--- src/rtl/hcbp_pkg.sv ---
package hcbp_pkg;

  localparam int BYTE_W       = 8;
  localparam int BYTE_SH      = 3;
  localparam int CODE_W       = 32;
  localparam int LEN_W        = 6;
  localparam int MAX_CODE_LEN = 32;
  localparam int SYMS         = 256;
  localparam int ADDR_W       = 8;
  localparam int FILL_W       = 4;
  localparam int CNT_W        = 64;
  localparam int CNT_BYTES    = CNT_W / BYTE_W;
  localparam int STREAM_W     = BYTE_W + MAX_CODE_LEN;
  localparam int TOT_W        = $clog2(STREAM_W + 1);
  localparam int SYM_BYTES    = (STREAM_W - 1) / BYTE_W;
  localparam int EMIT_W       = $clog2(SYM_BYTES + 1);
  localparam int BURST_N      = 2 + CNT_BYTES;
  localparam int BCNT_W       = $clog2(BURST_N + 1);

  typedef enum logic [1:0] {
    KIND_LOAD   = 2'd0,
    KIND_SYMBOL = 2'd1,
    KIND_END    = 2'd2
  } kind_t;

  typedef struct packed {
    logic [CODE_W-1:0] bits;
    logic [LEN_W-1:0]  len;
  } entry_t;

  // group of result bytes handed from the packer to the output register
  typedef struct packed {
    logic                            load;
    logic [BCNT_W-1:0]               cnt;
    logic [BURST_N-1:0][BYTE_W-1:0]  data;
    logic [BURST_N-1:0]              last;
  } burst_t;

endpackage

--- src/rtl/hcbp_out.sv ---
module hcbp_out
  import hcbp_pkg::*;
(
  input  logic              clk,
  input  logic              rst_n,
  input  burst_t            burst,
  output logic              burst_ready,
  output logic              out_valid,
  input  logic              out_ready,
  output logic [BYTE_W-1:0] out_byte,
  output logic              out_last
);

  logic [BCNT_W-1:0]              cnt_r, cnt_nxt;
  logic [BURST_N-1:0][BYTE_W-1:0] data_r, data_nxt;
  logic [BURST_N-1:0]             last_r, last_nxt;

  always_comb begin
    out_valid   = (cnt_r != '0);
    out_byte    = data_r[0];
    out_last    = last_r[0];
    burst_ready = (cnt_r == '0) || ((cnt_r == BCNT_W'(1)) && out_ready);

    cnt_nxt  = cnt_r;
    data_nxt = data_r;
    last_nxt = last_r;
    if (burst.load) begin
      cnt_nxt  = burst.cnt;
      data_nxt = burst.data;
      last_nxt = burst.last;
    end else if (out_valid && out_ready) begin
      cnt_nxt = cnt_r - BCNT_W'(1);
      for (int i = 0; i < BURST_N - 1; i++) begin
        data_nxt[i] = data_r[i+1];
        last_nxt[i] = last_r[i+1];
      end
      data_nxt[BURST_N-1] = '0;
      last_nxt[BURST_N-1] = 1'b0;
    end
  end

  always_ff @(posedge clk) begin
    if (!rst_n) begin
      cnt_r <= '0;
    end else begin
      cnt_r <= cnt_nxt;
    end
  end

  always_ff @(posedge clk) begin
    data_r <= data_nxt;
    last_r <= last_nxt;
  end

endmodule

--- config.mk ---
export PLATFORM = sky130hd
export DESIGN_NAME = hcbp_out
export DESIGN_NICKNAME = d
export VERILOG_FILES = /design/src/rtl/hcbp_pkg.sv /design/src/rtl/hcbp_out.sv
export SDC_FILE = /design/constraint.sdc
export NUM_CORES = 1
export LEC_CHECK = 0
export BUFFER_PORTS_ARGS = -buffer_cell sky130_fd_sc_hd__buf_2
export CAP_MARGIN = 40
export CORE_MARGIN = 1
export CORE_UTILIZATION = 45
export DETAILED_ROUTE_END_ITERATION = 10
export PLACE_DENSITY = 0.8
export SLEW_MARGIN = 25
export SYNTH_ARGS = -nofsm -noshare
export SYNTH_HDL_FRONTEND = slang
export SYNTH_SLANG_ARGS = --single-unit
export TNS_END_PERCENT = 5
--- constraint.sdc ---
create_clock -name clk -period 10.3 [get_ports clk]
set_input_delay 3.09 -clock clk [delete_from_list [all_inputs] [get_ports clk]]
set_output_delay 3.09 -clock clk [all_outputs]
set_load 0.05 [all_outputs]
# Yosys cells after proc, flatten, opt, wreduce, memory -nomap -nowiden
# Cells that the tools add are included.
# op_classes
addsub,1
eq_ne,1
n_mux,6
reduce_logical,6
# ops
cell,n
80-bit two-way mux,2
10-bit two-way mux,2
4-bit two-way mux,2
4-bit by 1-bit == test with 1-bit output (second input constant),1
4-bit logical NOT,1
4-bit nonzero test,1
4-bit by 1-bit subtractor with 4-bit output (second input constant),1
1-bit logical AND,2
2-bit nonzero test,1
1-bit logical OR,1
# word_totals
ff_bits,94
input_bits,98
output_inout_bits,11
elab_cells,26

# Longest topological paths before layout
# Gate-level depths: netlist of the first run.
# depth
word_depth,4
ltp_mapped,6
ltp_nobuf,5

# Worst setup path after synthesis of the first run
# OpenSTA, ideal clock, no wires.
# synth_timing
path_type,input -> output
startpoint,in out_ready
endpoint,out burst_ready
t_arrival_ns,4.294
setup_slack_ns,2.916
cell_stages,3
path_buffers,1
cell_sequence,buf_6 a21oi_1 nor3_1
# synth_between
elab_chain_len,2
# synth_rtl
element,line,rtl
start: declaration,hcbp_out.sv:9,"input logic out_ready,"
1-bit logical AND,hcbp_out.sv:22,burst_ready = (cnt_r == '0) || ((cnt_r == BCNT_W'(1)) && out_ready);
1-bit logical OR,hcbp_out.sv:22,
end: declaration,hcbp_out.sv:7,"output logic burst_ready,"
# No other way between the ends.

# Final worst setup path of the first run
# Same ends and word-level chain as after synthesis.

==> flow_metrics.env, run 1 <==
export IMPL_dr_pass1_iters=4
export IMPL_maxSlewViolCount=0
export IMPL_routed_via_density=4.95
export IMPL_worstReg2RegStart="cnt_r[0]"
export IMPL_synth_area_mm2=0.00410
export IMPL_first_iter_violations=62
export IMPL_num_rows=34
export IMPL_cts_sinks=94
export IMPL_design_area_mm2=0.00487
export IMPL_ys_types=24
export IMPL_hold_buffers=0
export IMPL_clkLatencyLatePin_ns=0.35
export IMPL_whs_endpoint="data_r[67]"
export IMPL_hp_class="reg -> reg"
export IMPL_io_buffers=108
export IMPL_synth_most_common_cell="edfxtp_1"
export IMPL_yosysTopAreaCell="edfxtp_1"
export IMPL_hp_start="data_r[75]"
export IMPL_post_cts_setup_buffers=0
export IMPL_antenna_left=0
export IMPL_antenna_found_initial=0
export IMPL_core_area_mm2=0.00876
export IMPL_ctsRootBufferMaster="clkbuf_8"
export IMPL_synth_commonest_cells="edfxtp_1 (90), mux2_2 (60), mux2_1 (21), and2_1 (9)"
export IMPL_cts_resized_gates=0
export IMPL_power_density_mw_per_mm2=179
export IMPL_die_y_um=97.4
export IMPL_worst_slew_pin_slew_ns=0.818
export IMPL_ys_ff_latch=94
export IMPL_rsz0062_at_grt="false"
export IMPL_grt_max_degree=91
export IMPL_p_leak_nw=1.93
export IMPL_antenna_cells=0
export IMPL_area_growth_pct=18.9
export IMPL_pin_count=109
export IMPL_cp_max_fo=9
export IMPL_cts_tree="built"
export IMPL_initial_core_util_pct=46.8
export IMPL_crit_type="in -> out"
export IMPL_startpoint="out_ready"
export IMPL_drc_errors=0
export IMPL_grt_pass1_wl_um=10100
export IMPL_skew_ns=0.00996
export IMPL_dp_hpwl_um=4140
export IMPL_hold_viol_final=0
export IMPL_r2r_end="data_r[38]"
export IMPL_ys_seq_area_share_pct=67.9
export IMPL_r2r_cells=6
export IMPL_dieWidth_um=97.4
export IMPL_ctsHtreeMaxLevel=3
export IMPL_postLayoutCoreUtil_pct=55.6
export IMPL_grt_overflow_total=0
export IMPL_clockBufferDepth=2
export IMPL_wl_per_cell_um=14.2
export IMPL_postSynthCellCount=236
export IMPL_whs_path_depth=1
export IMPL_routed_wl_um=6370
export IMPL_rrSetupSlack_ns=8.07
export IMPL_fin_crit_ns=6.84
export IMPL_drive_above_1_share_pct=54.4
export IMPL_required_ns=7.21
export IMPL_irDropWorstVdd_mv=0.0754
export IMPL_end_kind="output pin"
export IMPL_syn_num_nets=336
export IMPL_fmax_ghz=0.146
export IMPL_vias=2219
export IMPL_synthFlopType="edfxtp_1"
export IMPL_finalSetupViolations=0
export IMPL_status="finished, final reports clean"
export IMPL_synth_top_area_share_pct=65.9
export IMPL_yosysWarnings=0
export IMPL_setup_tns_ns=0
export IMPL_synth_edff_count=90
export IMPL_design_die_area_mm2=0.00949
export IMPL_gp_congestion=0.699
export IMPL_cts_buffers=9
export IMPL_synthArstFlopShare_pct=0
export IMPL_worst_ep_arrival_time_ns=3.75
export IMPL_grt_usage_pct=13.6
export IMPL_period_share_pct=66.4
export IMPL_grt_pass1_vias=2279
export IMPL_syn_avg_cell_area_um2=17.4
export IMPL_fin_nets=436
export IMPL_worstSetupStartpointType="input port"
export IMPL_place_area_mm2=0.00465
export IMPL_max_cap_violations=0
export IMPL_synthTopCellsByArea="edfxtp_1 (66%), mux2_2 (16%), mux2_1 (5.8%)"
export IMPL_cts_clk_slew_worst_paths_ns=0.09
export IMPL_slew_headroom_pct=45.5
per-layer routing:
layer / vias to the layer above / wire length [µm] / track usage [%]
li1: 1087 / - / -
met1: 1043 / 2780 / 16.2
met2: 87 / 2930 / 21.7
met3: 2 / 637 / 6.62
met4: 0 / 16 / 4.41
met5: - / 0 / 0
power breakdown:
group / leakage (nW) / switching, W / internal [W]
combinational: 0.873 / 0.0000599 / 0.0000496
sequential: 0.944 / 0.0000106 / 0.000475
clock: 0.114 / 0.000120 / 0.000159
total: 1.93 / 0.000191 / 0.000684
cells in the final DEF, fill, tap and decap left out:
cell / n
clkinv_1: 1
o21ai_0: 2
mux2_2: 60
nand4_1: 2
nand2_1: 2
inv_1: 4
dfxtp_1: 4
ha_1: 2
and4b_2: 1
nand3_1: 4
edfxtp_1: 90
nor4b_1: 1
bufinv_16: 3
mux2_1: 21
buf_4: 2
clkinv_2: 1
a2111o_1: 2
clkbuf_8: 9
buf_6: 1
nor2_1: 3
mux2i_1: 1
nor3_1: 1
nand2_4: 1
clkbuf_1: 1
a21oi_1: 4
buf_2: 107
or3b_1: 1
and2_1: 9
state kept, by name (all words and copies together), names as in the netlist:
name      flops
data_r       72
out_byte      8
cnt_r         4
last_r       10
cell type report:
cell class	count	area (µm²)
clock buffers	10	128
clock inverters	5	98.8
fillers	710	3890
inverters	4	15.0
multi-input cells	117	1150
flip-flops and latches	94	2780
well taps	108	135
repair buffers	110	562
worst max-delay path by stage:
stage          slack [ns]           to  cells past startpoint
3_5_place_dp         3.47  burst_ready                      4
3_3_place_gp         3.49  burst_ready                      4
5_1_grt              3.38  burst_ready                      4
4_1_cts              3.46  burst_ready                      4
6_report             3.46  burst_ready                      4
2_1_floorplan        2.92  burst_ready                      3
worst max-delay path, stage by stage:
cell and delay, ns:
buf_2 0.16, a21oi_1 0.09, nor3_1 0.12, buf_2 0.28
cell families (layout without fill, tap and decap cells):
logic type      count (synthesis)  in the layout  share of synthesized area, %
flops                          94             94                          67.9
buf+inv                        25            129                          4.18
mux                            82             82                          22.5
compound gates                  8              8                          1.28
fa+ha+maj                       2              2                         0.610
simple gates                   25             25                          3.54
metrics by stage:
step	setup WS [ns]	total power, W	instances	hold WS (ns)
after floorplan	2.92	0.000578	236	0.501
after global placement	3.49	0.000600	433	0.506
after detailed placement	3.47	0.000606	433	0.515
after CTS	3.46	0.000886	448	0.537
after global routing	3.38	0.000911	448	0.536
final	3.46	0.000875	448	0.536
Power figures use the tool's default switching activity.
==> run 2, diff against run 1 <==
PLACE_DENSITY = 0.83   (was 0.8)
clock period = 5.5 ns   (was 10.3 ns; I/O delays follow)
==> flow_metrics.env, run 2 (synthesized netlist as in run 1, its figures left out) <==
export IMPL_finalSetupViolations=0
export IMPL_grt_pass1_vias=2272
export IMPL_worst_slew_pin_slew_ns=0.706
export IMPL_grt_max_degree=91
export IMPL_dp_hpwl_um=4280
export IMPL_cts_buffers=9
export IMPL_drc_errors=0
export IMPL_maxSlewViolCount=0
export IMPL_worstSetupStartpointType="input port"
export IMPL_status="finished, final reports clean"
export IMPL_layout_commonest_cell="buf_2"
export IMPL_ctsRootBufferMaster="clkbuf_8"
export IMPL_pin_count=109
export IMPL_met3_usage_pct=5.25
export IMPL_hp_class="reg -> reg"
export IMPL_grt_pass1_wl_um=10500
export IMPL_max_cap_violations=0
export IMPL_cts_sinks=94
export IMPL_irDropWorstVdd_mv=0.153
export IMPL_n_fill_cell=725
export IMPL_grtUsageMet1_pct=18.1
export IMPL_cts_clk_slew_worst_paths_ns=0.08
export IMPL_crit_type="in -> out"
export IMPL_wl_per_cell_um=14.7
export IMPL_core_area_mm2=0.00876
export IMPL_top_register="data_r"
export IMPL_first_iter_violations=55
export IMPL_fin_crit_ns=3.98
export IMPL_clockBufferDepth=2
export IMPL_ctsHtreeMaxLevel=3
export IMPL_routed_via_density=4.99
export IMPL_power_density_mw_per_mm2=330
export IMPL_hold_buffers=0
export IMPL_clkLatencyLatePin_ns=0.34
export IMPL_num_rows=34
export IMPL_hold_viol_final=0
export IMPL_cts_tree="built"
export IMPL_area_growth_pct=18.4
export IMPL_grt_usage_pct=14.3
export IMPL_grt_overflow_total=0
export IMPL_cts_resized_gates=0
export IMPL_layout_common_cells="buf_2 (107), edfxtp_1 (90), mux2_2 (60)"
export IMPL_setup_tns_ns=0
export IMPL_end_kind="output pin"
export IMPL_io_buffers=108
export IMPL_slew_headroom_pct=52.9
export IMPL_design_die_area_mm2=0.00949
export IMPL_antenna_found_initial=0
export IMPL_initial_core_util_pct=46.8
export IMPL_required_ns=3.85
export IMPL_cp_max_fo=9
export IMPL_drive_above_1_share_pct=54.1
export IMPL_gr_usage_met2_pct=22.4
export IMPL_skew_ns=0.0107
export IMPL_dr_pass1_iters=4
export IMPL_busiest_layer="met2"
export IMPL_period_share_pct=72.3
export IMPL_holdWs_ns=0.530
export IMPL_p_leak_nw=1.91
export IMPL_antenna_cells=0
export IMPL_fmax_ghz=0.251
export IMPL_routed_wl_um=6560
export IMPL_antenna_left=0
export IMPL_fin_nets=435
export IMPL_post_cts_setup_buffers=0
export IMPL_largest_reg_flops=72
export IMPL_worst_ep_arrival_time_ns=2.33
export IMPL_gp_congestion=0.711
export IMPL_vias=2235
export IMPL_rsz0062_at_grt="false"
export IMPL_die_y_um=97.4
export IMPL_dieWidth_um=97.4
==> run 2: cell count changes in the layout (fill, tap and decap cells not counted) <==
| cell | delta |
|---|---|
| nand2_8 | +1 |
| clkinv_1 | -1 |
| buf_6 | -1 |
| clkbuf_1 | +2 |
| nand2_4 | -1 |
| bufinv_16 | -1 |
| clkinvlp_4 | +1 |
==> run 2: through the flow <==
step | instances | total power [W] | worst slack [ns] | utilization (%) | area, µm²
2_1_floorplan | 236 | 0.00108 | 0.996 | - | 4100
5_1_grt | 448 | 0.00167 | 1.46 | 55.4 | 4850
6_report | 448 | 0.00160 | 1.52 | 55.4 | 4850
3_5_place_dp | 432 | 0.00114 | 1.53 | 53.0 | 4640
4_1_cts | 448 | 0.00162 | 1.52 | 55.4 | 4850
3_3_place_gp | 432 | 0.00112 | 1.56 | 52.9 | 4640
==> run 2: area by class of cell <==
cell class                      count  area [µm²]  area share (%)
Sequential cell                    94        2780            57.3
Clock inverter                      4        72.6            1.50
Tap cell                          108         135            2.78
Inverter                            4        15.0           0.309
Multi-Input combinational cell    117        1160            23.9
Timing Repair Buffer              109         551            11.3
Clock buffer                       12         135            2.78
==> run 2: final timing paths <==
kind	slack, ns	depth (start not counted)	from	end
worst max register to register	3.26	5	cnt_r[0]	out_byte[2]
worst max-delay path	1.52	4	out_ready	burst_ready
worst min register to register	0.53	1	data_r[77]	data_r[69]
worst min-delay path	0.53	1	data_r[77]	data_r[69]
==> run 2: critical path, cell delays in order <==
cell     delay (ns)
buf_2          0.16
a21oi_1        0.08
nor3_1         0.14
buf_2          0.29
==> run 2: layer usage <==
layer | routed length, µm | part of all wire, %
met1 | 2830 | 43
met2 | 3100 | 47
met3 | 532 | 8.1
met4 | 98 | 1.5
met5 | 0 | 0
==> run 2: power by group <==
part           switching [W]  internal [W]
sequential         0.0000206      0.000890
combinational       0.000114     0.0000925
clock               0.000226      0.000256
total               0.000361       0.00124
==> run 3, diff against run 2 <==
ABC_AREA = 1   (was unset)
PLACE_DENSITY = 0.8   (was 0.83)
clock period = 3.8 ns   (was 5.5 ns; I/O delays follow)
==> flow_metrics.env, run 3 <==
export IMPL_cts_tree="built"
export IMPL_synthArstFlopShare_pct=0
export IMPL_synth_edff_count=90
export IMPL_hold_viol_final=0
export IMPL_antenna_left=0
export IMPL_layout_commonest_cell="nand2_1"
export IMPL_largest_reg_flops=72
export IMPL_p_leak_nw=2.45
export IMPL_clkLatencyLatePin_ns=0.34
export IMPL_yosysWarnings=0
export IMPL_period_share_pct=74.0
export IMPL_r2r_cells=6
export IMPL_cts_clk_slew_worst_paths_ns=0.09
export IMPL_cp_common_cell="buf_2"
export IMPL_n_fill_cell=818
export IMPL_synth_top_area_share_pct=64.1
export IMPL_cp_endpoint="burst_ready"
export IMPL_cts_resized_gates=0
export IMPL_critPathBufInv=2
export IMPL_crit_cells=4
export IMPL_setup_tns_ns=0
export IMPL_worstSetupStartpointType="input port"
export IMPL_seq_area_mm2=0.00278
export IMPL_ys_types=21
export IMPL_status="finished, final reports clean"
export IMPL_hp_class="reg -> reg"
export IMPL_io_buffers=108
export IMPL_finalSetupViolations=0
export IMPL_ys_ff_latch=94
export IMPL_required_ns=2.66
export IMPL_grt_overflow_total=0
export IMPL_synth_commonest_cells="nand2_1 (263), edfxtp_1 (90), inv_1 (15), nor2_1 (11), buf_2 (10)"
export IMPL_ctsRootBufferMaster="clkbuf_8"
export IMPL_fmax_ghz=0.356
export IMPL_grt_max_degree=97
export IMPL_grt_usage_pct=15.9
export IMPL_cp_slowest_stage_delay_ns=0.25
export IMPL_num_rows=34
export IMPL_slew_headroom_pct=71.5
export IMPL_skew_ns=0.00948
export IMPL_r2r_end="out_byte[2]"
export IMPL_maxSlewViolCount=0
export IMPL_syn_avg_cell_area_um2=9.83
export IMPL_synthFlopType="edfxtp_1"
export IMPL_dr_pass1_iters=6
export IMPL_power_density_mw_per_mm2=449
export IMPL_fin_nets=626
export IMPL_die_y_um=98.8
export IMPL_grt_pass1_vias=2731
export IMPL_startpoint="out_ready"
export IMPL_antenna_cells=0
export IMPL_postLayoutCoreUtil_pct=55.4
export IMPL_pin_count=109
export IMPL_post_cts_setup_buffers=0
export IMPL_antenna_found_initial=0
export IMPL_top_register="data_r"
export IMPL_rsz0062_at_grt="false"
export IMPL_hold_buffers=0
export IMPL_dieWidth_um=98.8
export IMPL_ctsHtreeMaxLevel=3
export IMPL_clockBufferDepth=2
export IMPL_gp_congestion=0.761
export IMPL_irDropWorstVdd_mv=0.200
export IMPL_cts_buffers=9
export IMPL_cp_max_fo=3
export IMPL_rrSetupSlack_ns=1.90
export IMPL_synth_area_mm2=0.00422
export IMPL_postSynthCellCount=429
export IMPL_grt_pass1_wl_um=12100
export IMPL_max_cap_violations=0
export IMPL_vias=2956
export IMPL_cts_sinks=94
export IMPL_drive_above_1_share_pct=25.2
export IMPL_fin_crit_ns=2.81
export IMPL_yosysTopAreaCell="edfxtp_1"
export IMPL_synthTopCellsByArea="edfxtp_1 (64%), nand2_1 (23%), buf_6 (2.1%)"
export IMPL_multi_input_area_mm2=0.00114
export IMPL_core_area_mm2=0.00889
export IMPL_syn_num_nets=529
export IMPL_initial_core_util_pct=47.5
export IMPL_layout_common_cells="nand2_1 (263), buf_2 (107), edfxtp_1 (90)"
export IMPL_crit_family="buffers and inverters"
export IMPL_worst_slew_pin_slew_ns=0.427
export IMPL_design_die_area_mm2=0.00977
export IMPL_cp_slowest_cell="buf_2"
export IMPL_wl_per_cell_um=11.7
export IMPL_end_kind="output pin"
export IMPL_first_iter_violations=150
export IMPL_dp_hpwl_um=4690
export IMPL_routed_via_density=4.63
export IMPL_synth_most_common_cell="nand2_1"
export IMPL_cp_cell_sequence="buf_2 > nand3_1 > nand2_1 > buf_2"
export IMPL_area_growth_pct=16.8
export IMPL_finalPower_w=0.00221
export IMPL_ys_seq_area_share_pct=66.0
export IMPL_crit_type="in -> out"
export IMPL_drc_errors=0
export IMPL_worstReg2RegStart="cnt_r[0]"
export IMPL_worst_ep_arrival_time_ns=1.67
export IMPL_routed_wl_um=7470
## run 3: changes by cell type in the layout (fill, tap and decap cells not counted), moves of 3 or more
cell	previous run	this run
nand2_1	2	263
mux2_2	60	0
mux2_1	21	0
inv_1	4	15
and2_1	9	0
nor2_1	3	11
a21oi_1	4	1
clkbuf_1	3	0
o21ai_1	0	3
## run 3: worst min-delay path by stage
stage | start | endpoint | slack, ns | depth (start not counted)
floorplan | cnt_r[1] | cnt_r[1] | 0.49 | 2
global placement | data_r[35] | data_r[27] | 0.49 | 2
detailed placement | data_r[60] | data_r[52] | 0.50 | 2
CTS | data_r[19] | data_r[11] | 0.52 | 2
global route | data_r[77] | data_r[69] | 0.52 | 2
finish | data_r[34] | data_r[26] | 0.51 | 2
## run 3: final cells by class
| cell class | count | share of cell area [%] |
|---|---|---|
| Inverter | 17 | 1.42 |
| Clock buffer | 9 | 2.51 |
| Timing Repair Buffer | 114 | 12.8 |
| Sequential cell | 94 | 56.4 |
| Multi-Input combinational cell | 290 | 23.2 |
| Clock inverter | 7 | 0.838 |
| Tap cell | 108 | 2.74 |
## run 3: cell families after synthesis
kind of cell,count (synthesis),synth area share [%]
AND/OR/NAND/NOR,283,25.9
flip-flops,94,66.0
buffers and inverters,45,6.94
AO/OA/AOI/OAI,5,0.593
adder cells (fa/ha/maj),2,0.593
## run 3: per-stage QoR
step | hold slack (ns) | setup slack (ns) | instance area (µm²) | std cells
after floorplan | 0.487 | 1.12 | 4220 | 429
after global placement | 0.491 | 1.02 | 4720 | 621
final | 0.510 | 0.988 | 4930 | 639
after CTS | 0.517 | 0.990 | 4880 | 637
after global routing | 0.520 | 0.978 | 4930 | 639
after detailed placement | 0.497 | 0.990 | 4720 | 621
## run 3: where the power goes
group          internal [W]  leakage, nW  switching (W)
combinational      0.000111         1.40       0.000212
clock              0.000232       0.0801       0.000335
sequential          0.00129        0.961      0.0000345
## run 3: worst reg2reg max path: cells and delay by family (launching register included)
family	cells	cell delay, ns
buffers and inverters	2	0.54
DFF	1	0.38
and+or+nand+nor	3	0.38
adders and majority gates	1	0.25
## run 3: metal layers
layer | GRT usage [%] | part of all wire, % | up-vias
li1 | - | - | 1545
met1 | 21.6 | 47 | 1297
met2 | 24.1 | 45 | 106
met3 | 4.61 | 7.3 | 8
met4 | 6.66 | 0.95 | 0
met5 | 0 | 0 | -
