`src/rtl/hcbp_pkg.sv`:
```
package hcbp_pkg;

  localparam int BYTE_W       = 8;
  localparam int BYTE_SH      = 3;
  localparam int CODE_W       = 32;
  localparam int LEN_W        = 6;
  localparam int MAX_CODE_LEN = 32;
  localparam int SYMS         = 256;
  localparam int ADDR_W       = 8;
  localparam int FILL_W       = 4;
  localparam int CNT_W        = 64;
  localparam int CNT_BYTES    = CNT_W / BYTE_W;
  localparam int STREAM_W     = BYTE_W + MAX_CODE_LEN;
  localparam int TOT_W        = $clog2(STREAM_W + 1);
  localparam int SYM_BYTES    = (STREAM_W - 1) / BYTE_W;
  localparam int EMIT_W       = $clog2(SYM_BYTES + 1);
  localparam int BURST_N      = 2 + CNT_BYTES;
  localparam int BCNT_W       = $clog2(BURST_N + 1);

  typedef enum logic [1:0] {
    KIND_LOAD   = 2'd0,
    KIND_SYMBOL = 2'd1,
    KIND_END    = 2'd2
  } kind_t;

  typedef struct packed {
    logic [CODE_W-1:0] bits;
    logic [LEN_W-1:0]  len;
  } entry_t;

  // group of result bytes handed from the packer to the output register
  typedef struct packed {
    logic                            load;
    logic [BCNT_W-1:0]               cnt;
    logic [BURST_N-1:0][BYTE_W-1:0]  data;
    logic [BURST_N-1:0]              last;
  } burst_t;

endpackage

```
`src/rtl/hcbp_pack.sv`:
```
module hcbp_pack
  import hcbp_pkg::*;
(
  input  logic       clk,
  input  logic       rst_n,
  input  logic       in_accept,
  input  logic [1:0] in_kind,
  input  entry_t     entry,
  input  logic       burst_ready,
  output logic       stage_free,
  output burst_t     burst
);

  logic              s1_valid_r, s1_valid_nxt;
  logic [1:0]        s1_kind_r;
  logic [BYTE_W-1:0] buf_r, buf_nxt;
  logic [FILL_W-1:0] fill_r, fill_nxt;
  logic [CNT_W-1:0]  bw_r, bw_nxt;

  logic [STREAM_W-1:0] code_v;
  logic [STREAM_W-1:0] v;
  logic [STREAM_W-1:0] align;
  logic [TOT_W-1:0]    total;
  logic [EMIT_W-1:0]   emit;
  logic [FILL_W-1:0]   new_fill;
  logic [BYTE_W-1:0]   last_b;
  logic [CNT_W-1:0]    cnt1;
  logic                is_sym, is_end, advance;

  always_comb begin
    is_sym   = (s1_kind_r == KIND_SYMBOL) && (entry.len != '0);
    is_end   = (s1_kind_r == KIND_END);

    code_v   = STREAM_W'(entry.bits) & ((STREAM_W'(1) << entry.len) - STREAM_W'(1));
    v        = (STREAM_W'(buf_r) << entry.len) | code_v;
    total    = TOT_W'(fill_r) + TOT_W'(entry.len);
    emit     = EMIT_W'((total - TOT_W'(1)) >> BYTE_SH);
    new_fill = FILL_W'(total - (TOT_W'(emit) << BYTE_SH));
    align    = v << (TOT_W'(STREAM_W) - total);

    last_b   = fill_r[FILL_W-1] ? buf_r : BYTE_W'(buf_r << (FILL_W'(BYTE_W) - fill_r));
    cnt1     = bw_r + CNT_W'(1);

    burst.data = '0;
    burst.last = '0;
    burst.cnt  = '0;
    if (is_sym) begin
      burst.cnt = BCNT_W'(emit);
      for (int k = 0; k < SYM_BYTES; k++) begin
        burst.data[k] = align[STREAM_W-1-BYTE_W*k -: BYTE_W];
      end
    end else if (is_end) begin
      burst.cnt     = BCNT_W'(BURST_N);
      burst.data[0] = last_b;
      burst.data[1] = BYTE_W'(fill_r);
      for (int j = 0; j < CNT_BYTES; j++) begin
        burst.data[2+j] = cnt1[CNT_W-1-BYTE_W*j -: BYTE_W];
      end
      burst.last[BURST_N-1] = 1'b1;
    end

    advance    = s1_valid_r && ((burst.cnt == '0) || burst_ready);
    burst.load = advance && (burst.cnt != '0);
    stage_free = !s1_valid_r || advance;

    s1_valid_nxt = in_accept ? 1'b1 : (advance ? 1'b0 : s1_valid_r);

    buf_nxt  = buf_r;
    fill_nxt = fill_r;
    bw_nxt   = bw_r;
    if (advance && is_sym) begin
      buf_nxt  = BYTE_W'(v & ((STREAM_W'(1) << new_fill) - STREAM_W'(1)));
      fill_nxt = new_fill;
      bw_nxt   = bw_r + CNT_W'(emit);
    end else if (advance && is_end) begin
      buf_nxt  = '0;
      fill_nxt = '0;
      bw_nxt   = '0;
    end
  end

  always_ff @(posedge clk) begin
    if (!rst_n) begin
      s1_valid_r <= 1'b0;
      buf_r      <= '0;
      fill_r     <= '0;
      bw_r       <= '0;
    end else begin
      s1_valid_r <= s1_valid_nxt;
      buf_r      <= buf_nxt;
      fill_r     <= fill_nxt;
      bw_r       <= bw_nxt;
    end
  end

  always_ff @(posedge clk) begin
    if (in_accept) begin
      s1_kind_r <= in_kind;
    end
  end

endmodule

```
`config.mk`:
```
export PLATFORM = sky130hd
export DESIGN_NAME = hcbp_pack
export DESIGN_NICKNAME = d
export VERILOG_FILES = /design/src/rtl/hcbp_pkg.sv /design/src/rtl/hcbp_pack.sv
export SDC_FILE = /design/constraint.sdc
export NUM_CORES = 1
export LEC_CHECK = 0
export ABC_AREA = 1
export BUFFER_PORTS_ARGS = -buffer_cell sky130_fd_sc_hd__buf_4
export CORE_MARGIN = 1.5
export CORE_UTILIZATION = 40
export CTS_BUF_LIST = sky130_fd_sc_hd__clkbuf_8
export DETAILED_ROUTE_END_ITERATION = 6
export PLACE_DENSITY_LB_ADDON = 0.08
export SLEW_MARGIN = 10
export SYNTH_ARGS = -nofsm -noshare
export SYNTH_HDL_FRONTEND = slang
export SYNTH_SLANG_ARGS = --single-unit
```
`constraint.sdc`:
```
create_clock -name clk -period 7.1 [get_ports clk]
set_clock_uncertainty 0.15 [all_clocks]
set_input_delay 1.42 -clock clk [delete_from_list [all_inputs] [get_ports clk]]
set_output_delay 1.42 -clock clk [all_outputs]
set_load 0.01 [all_outputs]
```
==> After elaboration in Yosys (flattened, before gate mapping) <==
Cells that the tools add are included.
{ "word_totals": {"regBits": 79, "in_bits": 44, "out_inout_bits": 96, "word_cells": 51} }
{ "classes": {"add_sub_neg": 9, "eq_ne": 2, "shifts": 5, "mux": 14, "bitwise": 3, "reduce_logical": 13} }
{ "ops": {"columns": ["operator", "n"], "rows": [
  ["2-to-1 mux 64 bit", 2],
  ["2-to-1 mux 85 bit", 1],
  ["adder 64 x 1 -> 64 bit, second input constant", 1],
  ["adder 64 x 3 -> 64 bit", 1],
  ["2-to-1 mux 48 bit", 1],
  ["bitwise AND 32 x 40 -> 40 bit", 1],
  ["OR 40 bit", 1],
  ["<< shifter 1 x 6 -> 40 bit, first input constant", 1],
  ["<< shifter 40 x 6 -> 40 bit", 1],
  ["<< shifter 8 x 6 -> 40 bit", 1],
  ["subtractor 40 x 1 -> 40 bit, second input constant", 1],
  ["2-to-1 mux 32 bit", 1],
  ["2-to-1 mux 8 bit", 3],
  ["2-to-1 mux 4 bit", 3],
  ["bitwise AND 8 bit", 1],
  ["<< shifter 1 x 4 -> 8 bit, first input constant", 1],
  ["<< shifter 8 x 4 -> 8 bit", 1],
  ["subtractor 8 x 1 -> 8 bit, second input constant", 1],
  ["adder 4 x 6 -> 6 bit", 1],
  ["nonzero test 6 bit", 1],
  ["subtractor 6 x 1 -> 6 bit, second input constant", 1],
  ["subtractor 6 bit, first input constant", 1],
  ["logical AND 1 bit", 5],
  ["logical NOT 4 bit", 1],
  ["other kinds (9)", 13]
]} }

==> Logic depth before layout (Yosys ltp) <==
Gate-level depths: netlist (run 1).
{ "logic_depth": {"depth_word": 11, "depth_mapped": 30, "depth_no_buf": 29} }

==> Worst setup path before layout (run 1) <==
Ideal clock, no wire load.
{ "synth_path": {"path_kind": "in2reg", "start": "input port entry[1] (netlist bit)", "end": "register bw_r[34]", "setup_time_ns": 0.132, "arrival_ns": 5.374, "required_ns": 6.818, "path_slack_ns": 1.444, "stages": 29, "path_cell_list": "buf_2 -> inv_2 -> fa_1 -> xnor2_2 -> nor2_1 -> nand2_2 -> nand2_1 -> nand2_2 -> buf_1 -> ha_1 -> inv_1 -> fa_1 -> inv_1 -> a21oi_1 -> nor2_1 -> nand2_1 -> nor2_1 -> inv_1 -> nor2_1 -> inv_1 -> nor2_1 -> inv_1 -> nor2_1 -> nand2_1 -> nor2_1 -> nand2_1 -> xor2_1 -> nand2_1 -> a21oi_1"} }
{ "synth_between": {"elab_chain_len": 8} }
{ "synth_lines": {"columns": ["element", "line", "text"], "rows": [
  ["from (decl)", "hcbp_pack.sv:8", "input entry_t entry,"],
  ["parallel branches: the longest is 8 deep, another holds adder 64 x 3 -> 64 bit", null, null],
  ["to (signal assigned)", "hcbp_pack.sv:92", "bw_r <= bw_nxt;"],
  ["to (decl)", "hcbp_pack.sv:18", "logic [CNT_W-1:0] bw_r, bw_nxt;"]
]} }
Several ways; the timed one is not identified.
A chain may end at the register's enable or synchronous reset.

==> results of run 1 <==
-- cell usage after synthesis, types with 2 or more instances --
| cell | count | share of area, % |
|---|---|---|
| sky130_fd_sc_hd__inv_1 | 246 | 8.3 |
| sky130_fd_sc_hd__o21ai_0 | 107 | 4.8 |
| sky130_fd_sc_hd__buf_1 | 15 | 0.50 |
| sky130_fd_sc_hd__or2_2 | 7 | 0.39 |
| sky130_fd_sc_hd__a32oi_1 | 3 | 0.24 |
| sky130_fd_sc_hd__buf_2 | 17 | 0.76 |
| sky130_fd_sc_hd__o21ai_1 | 16 | 0.72 |
| sky130_fd_sc_hd__fa_1 | 2 | 0.36 |
| sky130_fd_sc_hd__xor2_1 | 49 | 3.8 |
| sky130_fd_sc_hd__nor4_1 | 20 | 1.1 |
| sky130_fd_sc_hd__nand2_1 | 478 | 16 |
| sky130_fd_sc_hd__nand3b_1 | 4 | 0.27 |
| sky130_fd_sc_hd__xor2_2 | 3 | 0.44 |
| sky130_fd_sc_hd__or2_1 | 5 | 0.28 |
| sky130_fd_sc_hd__a21boi_0 | 2 | 0.13 |
| sky130_fd_sc_hd__clkinv_1 | 2 | 0.067 |
| sky130_fd_sc_hd__inv_2 | 12 | 0.40 |
| sky130_fd_sc_hd__xnor2_1 | 7 | 0.55 |
| sky130_fd_sc_hd__buf_6 | 5 | 0.50 |
| sky130_fd_sc_hd__o211ai_1 | 17 | 1.1 |
| sky130_fd_sc_hd__edfxtp_1 | 2 | 0.54 |
| sky130_fd_sc_hd__buf_4 | 18 | 1.2 |
| sky130_fd_sc_hd__nand4_1 | 39 | 2.2 |
| sky130_fd_sc_hd__nor3_1 | 53 | 2.4 |
| sky130_fd_sc_hd__nor2_1 | 245 | 8.2 |
| sky130_fd_sc_hd__o21a_1 | 5 | 0.34 |
| sky130_fd_sc_hd__ha_1 | 18 | 2.0 |
| sky130_fd_sc_hd__a211oi_1 | 2 | 0.13 |
| sky130_fd_sc_hd__nand2_2 | 4 | 0.22 |
| sky130_fd_sc_hd__dfxtp_1 | 77 | 14 |
| sky130_fd_sc_hd__a21o_1 | 2 | 0.13 |
| sky130_fd_sc_hd__clkbuf_1 | 51 | 1.7 |
| sky130_fd_sc_hd__a32o_1 | 2 | 0.18 |
| sky130_fd_sc_hd__a31oi_1 | 8 | 0.45 |
| sky130_fd_sc_hd__and2_1 | 4 | 0.22 |
| sky130_fd_sc_hd__o22ai_1 | 7 | 0.39 |
| sky130_fd_sc_hd__o31ai_1 | 3 | 0.20 |
| sky130_fd_sc_hd__nor2_2 | 8 | 0.45 |
| sky130_fd_sc_hd__a21oi_1 | 129 | 5.8 |
| sky130_fd_sc_hd__nand3_1 | 384 | 17 |
-- layer usage --
metal  part of all wire [%]  vias up
met5                      0        -
met4                    2.0        0
met3                     11       64
met2                     40      699
met1                     47     6761
li1                       -     7040
-- per-stage QoR --
step,instances,power [µW]
after floorplan,2102,926
after global placement,2524,1150
after detailed placement,2524,1140
after CTS,2540,1540
after global routing,2540,1640
final,2540,1550
-- cells by family after synthesis --
group / after synthesis / share of synthesized area (%)
AO/OA/AOI/OAI: 311 / 15.3
adder cells (fa/ha/maj): 20 / 2.37
flip-flops: 79 / 14.3
buffers and inverters: 366 / 13.4
XOR/XNOR: 60 / 4.97
multiplexers: 1 / 0.0896
AND/OR/NAND/NOR: 1256 / 49.5
other: 1 / 0.0336
-- state kept, by name, summed over array words and instances (netlist names) --
register	flops
buf_r	8
s1_kind_r	2
s1_valid_r	1
bw_r	64
fill_r	4
-- final timing paths --
| path | end | slack [ns] | cells after the start |
|---|---|---|---|
| max | burst[19] | 0.24 | 13 |
| min | bw_r[23]$_SDFFE_PN0P_ | 0.32 | 2 |
| max reg2reg | bw_r[16]$_SDFFE_PN0P_ | 1.59 | 19 |
| min reg2reg | bw_r[23]$_SDFFE_PN0P_ | 0.32 | 2 |
-- worst max-delay path: cells and delay by family --
family	cells	cell delay [ns]
fa+ha+maj	4	1.35
compound gates	3	0.60
simple gates	2	0.54
buf+inv	4	1.36
-- power groups by stage --
| stage | Sequential (µW) | Combinational (µW) | Clock [µW] |
|---|---|---|---|
| finish | 452 | 701 | 393 |
| global route | 452 | 766 | 419 |
| CTS | 452 | 684 | 402 |
| detailed placement | 462 | 681 | 0 |
| global placement | 462 | 685 | 0 |
| floorplan | 460 | 466 | 0 |
-- cell type report --
cell class	instances	area share [%]
Timing Repair Buffer	150	8.99
Multi-Input combinational cell	1657	65.0
Clock buffer	10	1.10
Sequential cell	79	12.8
Inverter	260	7.80
Tap cell	378	3.78
Clock inverter	6	0.580
==> impl_summary.log, run 1 <==
[metrics] most used routing layer in global routing: met1
[metrics] number of H-tree branching levels: 3
[metrics] CTS root buffer: sky130_fd_sc_hd__clkbuf_8
[metrics] hold path start: bw_r[23]$_SDFFE_PN0P_
[metrics] number of max-cap violations: 0
[metrics] Critical-path top delay cell: sky130_fd_sc_hd__clkinv_1
[metrics] Final Cell Area: 0.0125 mm²
[metrics] Static Leak: 0.00502 µW
[metrics] crit path setup slack, layout: about 0.24 ns
[metrics] relative contribution of sequential cells to total power: 29.2%
[metrics] Register Area: 0.00160 mm²
[metrics] unrepaired setup endpoints after global routing: no
[metrics] wirelength, routed: a little over 50 mm
[metrics] number of buffers created by CTS: 9
[metrics] overall die area: around 0.029 mm²
[metrics] worst setup path category: in2out
[metrics] filler cell count in the final layout: 3,178
[metrics] crit-path most repeated cell: sky130_fd_sc_hd__ha_1
[metrics] nature of the critical path endpoint: primary output
[metrics] leading cell types in the layout, fill and taps excluded: sky130_fd_sc_hd__nand2_1, sky130_fd_sc_hd__nand3_1, sky130_fd_sc_hd__inv_1
[metrics] met3 Usage GRT: 7.37%
[metrics] area after detailed placement: 0.0123 mm²
[metrics] number of warning messages in the yosys log: 0
[metrics] overall die width: 170 µm
[metrics] internal power contribution: 833 µW
[metrics] Final Wtd Congestion: 0.979
[metrics] via/cell ratio: 5.73
[metrics] number of distinct library cells after synthesis: 56
[metrics] largest net degree at the start of global routing: 78
[metrics] met2 usage in global routing: 49.8%
[metrics] global-route wire length before repair: 76.7 mm
[metrics] biggest cell delay along the critical path: 0.88 ns
[metrics] highest achievable clock rate: 146 MHz
[metrics] detailed-route wire length per cell: 20.1 µm
[metrics] via count of the first global-routing pass: 12,782
[metrics] Netlist Area Pre-Place: 0.0112 mm²
[metrics] worst slack on hold paths: 0.320 ns
[metrics] clock transition at the register clock pins on the worst setup and hold paths after CTS: 0.10 ns
[metrics] met1 track demand over resource: 53.6%
[metrics] number of setup violations in the final report: 0
[metrics] Yosys reg bits: 79
[metrics] slew margin rel.: 25.4%
[metrics] area growth from synthesis to layout: 12.0%
[metrics] Crit path required time: 5.53 ns
[metrics] I/O pins: 140
[metrics] share of layout cells above drive strength 1: 9.94%
[metrics] share of the yosys chip area belonging to registers: 14.3%
[metrics] number of enable flip-flop cells after synthesis: 2
[metrics] net switching power: 713 µW
[metrics] slew at the pin closest to its max-slew limit: 1.11 ns
[metrics] diode insertion count for antenna repair: 0
[metrics] type of the tightest min-delay check: reg2reg
[metrics] Detail Route Antenna Nets: 0
[metrics] starting density of the core: 40.4%
[metrics] Max VDD drop: between 0.00009 and 0.0001 V
[metrics] final worst path period need: 6.86 ns
[metrics] ratio of final minimum period to clock period: 96.6%
[metrics] number of buffer cells added on primary ports: 130
[metrics] maximum buffer depth of the clock tree: 2
[metrics] number of violations reported at the end of detailed-routing iteration 0: 1,989
[metrics] post-CTS resize count: 0
[metrics] reg-to-reg startpoint: fill_r[0]$_SDFFE_PN0P_
[metrics] predominant post-synthesis flop cell: sky130_fd_sc_hd__dfxtp_1
[metrics] via count: 14,564
[metrics] post-detail-place hpwl: 40.5 mm
[metrics] most common cell after layout, fill and taps aside: sky130_fd_sc_hd__nand2_1
[metrics] Gate Count Post-Synth: 2,094
[metrics] clock network power share: 25.4%
[metrics] overall global routing resource usage: 35.3%
[metrics] final standard cell utilization of the core: approximately 45%
[metrics] result of the run: finished, final reports clean
[metrics] count of endpoints failing hold in the final timing report: 0
[metrics] combinational fraction of design power: 45.4%
[metrics] net switching share of the total power: 46.1%
[metrics] sum of negative setup slack: 0 ns
[metrics] Clock Latency Late Sink: roughly 0.40 ns
[metrics] grt total ovfl: 0
[metrics] post-layout net count: roughly 2,200
[metrics] maximum net fanout on the critical path: 35
[metrics] Core Footprint: 0.0276 mm²
[metrics] CP startpoint: entry[0]
[metrics] hold buffer count at CTS: 0
[metrics] average cell area after synthesis: 5.34 µm²
[metrics] list of cells traversed by the critical path: buf_4, ha_1, inv_1, fa_1, ha_1, ha_1, clkinv_1, nand3_1, nand3_1, o21ai_1, o211ai_1, o21ai_0, buf_4
[metrics] total clock sinks: 79
[metrics] Async S/R FF share, synth: 0%
[metrics] Die Span Y: around 170 µm
[metrics] signal arrival time at the worst endpoint: 5.29 ns
[metrics] max-slew violation count: 0
[metrics] total area of multi-input combinational cells: 0.00813 mm²
[metrics] initial antenna violation count: 0
[metrics] row count: between 60 and 70
[metrics] areal power density over the cells: 123 mW/mm²
[metrics] number of detailed-routing iterations run before antenna repair: 7
[metrics] clock tree from TritonCTS: built
[metrics] worst slack, placed: 0.383 ns
[metrics] post-CTS setup buffer count: 0
[metrics] DRC: 0
[metrics] type of origin of the critical path: input pin
(Power assumes the default switching activity.)
==> run 2: changes to the inputs <==
SETUP_SLACK_MARGIN = 0.4   (was default)
==> run 2 against run 1 <==
  * First-iteration DRC count is the same
  * Critical path type unchanged
  * Fmax increased by 5.8%
  * Die area unchanged
  * Worst setup slack better by 0.38 ns
==> impl_summary.log, run 2 (synthesized netlist as in run 1, its figures left out) <==
[metrics] total area of multi-input combinational cells: 0.00813 mm² (unchanged)
[metrics] Final Cell Area: 0.0125 mm² (about the same)
[metrics] overall die width: 170 µm (unchanged)
[metrics] Clock Latency Late Sink: 0.40 ns (about the same)
[metrics] global-route wire length before repair: 76.7 mm (unchanged)
[metrics] signal arrival time at the worst endpoint: 4.91 ns (was 5.29 ns)
[metrics] placed cell count: 2,524 (unchanged)
[metrics] diode insertion count for antenna repair: 0 (unchanged)
[metrics] Final Wtd Congestion: 0.979 (unchanged)
[metrics] overall global routing resource usage: 35.3% (unchanged)
[metrics] hold path start: bw_r[23]$_SDFFE_PN0P_ (unchanged)
[metrics] row count: 61 (unchanged)
[metrics] wirelength, routed: 51.0 mm (was 50.9 mm)
[metrics] post-route insts no fill: 2,540 (unchanged)
[metrics] area growth from synthesis to layout: 12.1% (was 12.0%)
[metrics] post-CTS setup buffer count: 0 (unchanged)
[metrics] number of detailed-routing iterations run before antenna repair: 7 (unchanged)
[metrics] slew margin rel.: 30.8% (was 25.4%)
[metrics] number of max-cap violations: 0 (unchanged)
[metrics] maximum net fanout on the critical path: 41 (was 35)
[metrics] I/O pins: 140 (unchanged)
[metrics] worst setup path category: in2out (unchanged)
[metrics] Static Leak: 0.00502 µW (about the same)
[metrics] Crit path required time: 5.53 ns (about the same)
[metrics] sum of negative setup slack: 0 ns (unchanged)
[metrics] registers with the highest flip-flop counts: bw_r: 64 flops, buf_r: 8 flops, fill_r: 4 flops (unchanged)
[metrics] slew at the pin closest to its max-slew limit: 1.03 ns (was 1.11 ns)
[metrics] type of origin of the critical path: input pin (unchanged)
[metrics] DRC: 0 (unchanged)
[metrics] via/cell ratio: 5.73 (about the same)
[metrics] clock tree from TritonCTS: built (unchanged)
[metrics] hold buffer count at CTS: 0 (unchanged)
[metrics] count of endpoints failing hold in the final timing report: 0 (unchanged)
[metrics] register ranked first by flip-flop count: bw_r (unchanged)
[metrics] via count: 14,560 (was 14,564)
[metrics] result of the run: finished, final reports clean (unchanged)
[metrics] CTS root buffer: sky130_fd_sc_hd__clkbuf_8 (unchanged)
[metrics] share of layout cells above drive strength 1: 9.99% (was 9.94%)
[metrics] overall die area: 0.0290 mm² (unchanged)
[metrics] Max VDD drop: 0.0000969 V (was 0.0000968 V)
[metrics] max-slew violation count: 0 (unchanged)
[metrics] filler cell count in the final layout: 3,176 (was 3,178)
[metrics] Detail Route Antenna Nets: 0 (unchanged)
[metrics] number of buffers created by CTS: 9 (unchanged)
[metrics] grt total ovfl: 0 (unchanged)
[metrics] highest achievable clock rate: 154 MHz (was 146 MHz)
[metrics] Die Span Y: 170 µm (unchanged)
[metrics] worst slack on hold paths: 0.320 ns (about the same)
[metrics] via count of the first global-routing pass: 12,782 (unchanged)
[metrics] largest net degree at the start of global routing: 78 (unchanged)
[metrics] number of setup violations in the final report: 0 (unchanged)
[metrics] number of buffer cells added on primary ports: 130 (unchanged)
[metrics] max FFs per register: 64 (unchanged)
[metrics] initial antenna violation count: 0 (unchanged)
[metrics] nature of the critical path endpoint: primary output (unchanged)
[metrics] total clock sinks: 79 (unchanged)
[metrics] post-layout net count: 2,221 (unchanged)
[metrics] most common cell after layout, fill and taps aside: sky130_fd_sc_hd__nand2_1 (unchanged)
[metrics] CP startpoint: entry[0] (unchanged)
[metrics] ratio of final minimum period to clock period: 91.2% (was 96.6%)
[metrics] detailed-route wire length per cell: 20.1 µm (about the same)
[metrics] number of H-tree branching levels: 3 (unchanged)
[metrics] clock transition at the register clock pins on the worst setup and hold paths after CTS: 0.10 ns (about the same)
[metrics] area after detailed placement: 0.0123 mm² (unchanged)
[metrics] type of the tightest min-delay check: reg2reg (unchanged)
[metrics] reg-to-reg startpoint: fill_r[0]$_SDFFE_PN0P_ (unchanged)
[metrics] maximum buffer depth of the clock tree: 2 (unchanged)
[metrics] post-detail-place hpwl: 40.5 mm (unchanged)
[metrics] number of violations reported at the end of detailed-routing iteration 0: 1,989 (unchanged)
[metrics] final standard cell utilization of the core: 45.3% (about the same)
[metrics] unrepaired setup endpoints after global routing: no (unchanged)
[metrics] final worst path period need: 6.48 ns (was 6.86 ns)
[metrics] Register Area: 0.00160 mm² (unchanged)
[metrics] starting density of the core: 40.4% (unchanged)
[metrics] leading cell types in the layout, fill and taps excluded: sky130_fd_sc_hd__nand2_1, sky130_fd_sc_hd__nand3_1, sky130_fd_sc_hd__inv_1 (unchanged)
[metrics] areal power density over the cells: 124 mW/mm² (was 123 mW/mm²)
[metrics] Core Footprint: 0.0276 mm² (unchanged)
run 2: cell count changes in the layout (fill, tap and decap cells not counted):
| cell | change |
|---|---|
| sky130_fd_sc_hd__inv_2 | -1 |
| sky130_fd_sc_hd__clkinv_1 | -1 |
| sky130_fd_sc_hd__clkinv_2 | +1 |
| sky130_fd_sc_hd__inv_4 | +1 |
run 2: critical path, stage by stage:
cell,delay (ns)
sky130_fd_sc_hd__buf_4,0.23
sky130_fd_sc_hd__ha_1,0.19
sky130_fd_sc_hd__inv_1,0.06
sky130_fd_sc_hd__fa_1,0.42
sky130_fd_sc_hd__xnor2_2,0.43
sky130_fd_sc_hd__nor2_1,0.10
sky130_fd_sc_hd__nand2_2,0.12
sky130_fd_sc_hd__nand2_1,0.10
sky130_fd_sc_hd__nand2_2,0.08
sky130_fd_sc_hd__buf_4,0.38
sky130_fd_sc_hd__inv_4,0.28
sky130_fd_sc_hd__nand3_1,0.16
sky130_fd_sc_hd__o21ai_1,0.12
sky130_fd_sc_hd__o211ai_1,0.34
sky130_fd_sc_hd__o21ai_0,0.25
sky130_fd_sc_hd__buf_4,0.20
run 2: final cells by class:
class | instances | share of cell area [%]
Sequential cell | 79 | 12.8
Inverter | 260 | 7.82
Multi-Input combinational cell | 1657 | 64.9
Tap cell | 378 | 3.78
Clock inverter | 6 | 0.579
Timing Repair Buffer | 150 | 8.99
Clock buffer | 10 | 1.10
run 2: power breakdown:
part	switching, µW	leakage [µW]	total [µW]	internal, µW
Sequential	3.73	0.000640	452	448
Clock	215	0.000110	393	178
Combinational	496	0.00427	703	207
run 2: worst paths after layout:
check,endpoint,slack [ns],depth (start not counted)
max reg2reg,bw_r[34]$_SDFFE_PN0P_,1.70,28
min,bw_r[23]$_SDFFE_PN0P_,0.32,2
min reg2reg,bw_r[23]$_SDFFE_PN0P_,0.32,2
max,burst[19],0.62,16
run 2: metrics by stage:
step                      setup slack [ns]  power [µW]
after global routing                 0.463        1640
final                                0.623        1550
after floorplan                       1.44         926
after detailed placement             0.383        1140
after CTS                            0.499        1540
after global placement               0.327        1150
run 2: timing repair:
action | CTS | global route
hold endpoints to repair | 0 | 0
cloned | 0 | 0
setup endpoints to repair | 2 | 16
gates resized for setup | 1 | 2
run 2: metal layers:
layer / GRT usage, % / vias to the layer above / wire (µm)
met1: 53.6 / 6753 / 24200
met2: 49.8 / 701 / 20400
met4: 8.16 / 0 / 1040
met3: 7.37 / 66 / 5340
li1: - / 7040 / -
met5: 0 / - / 0
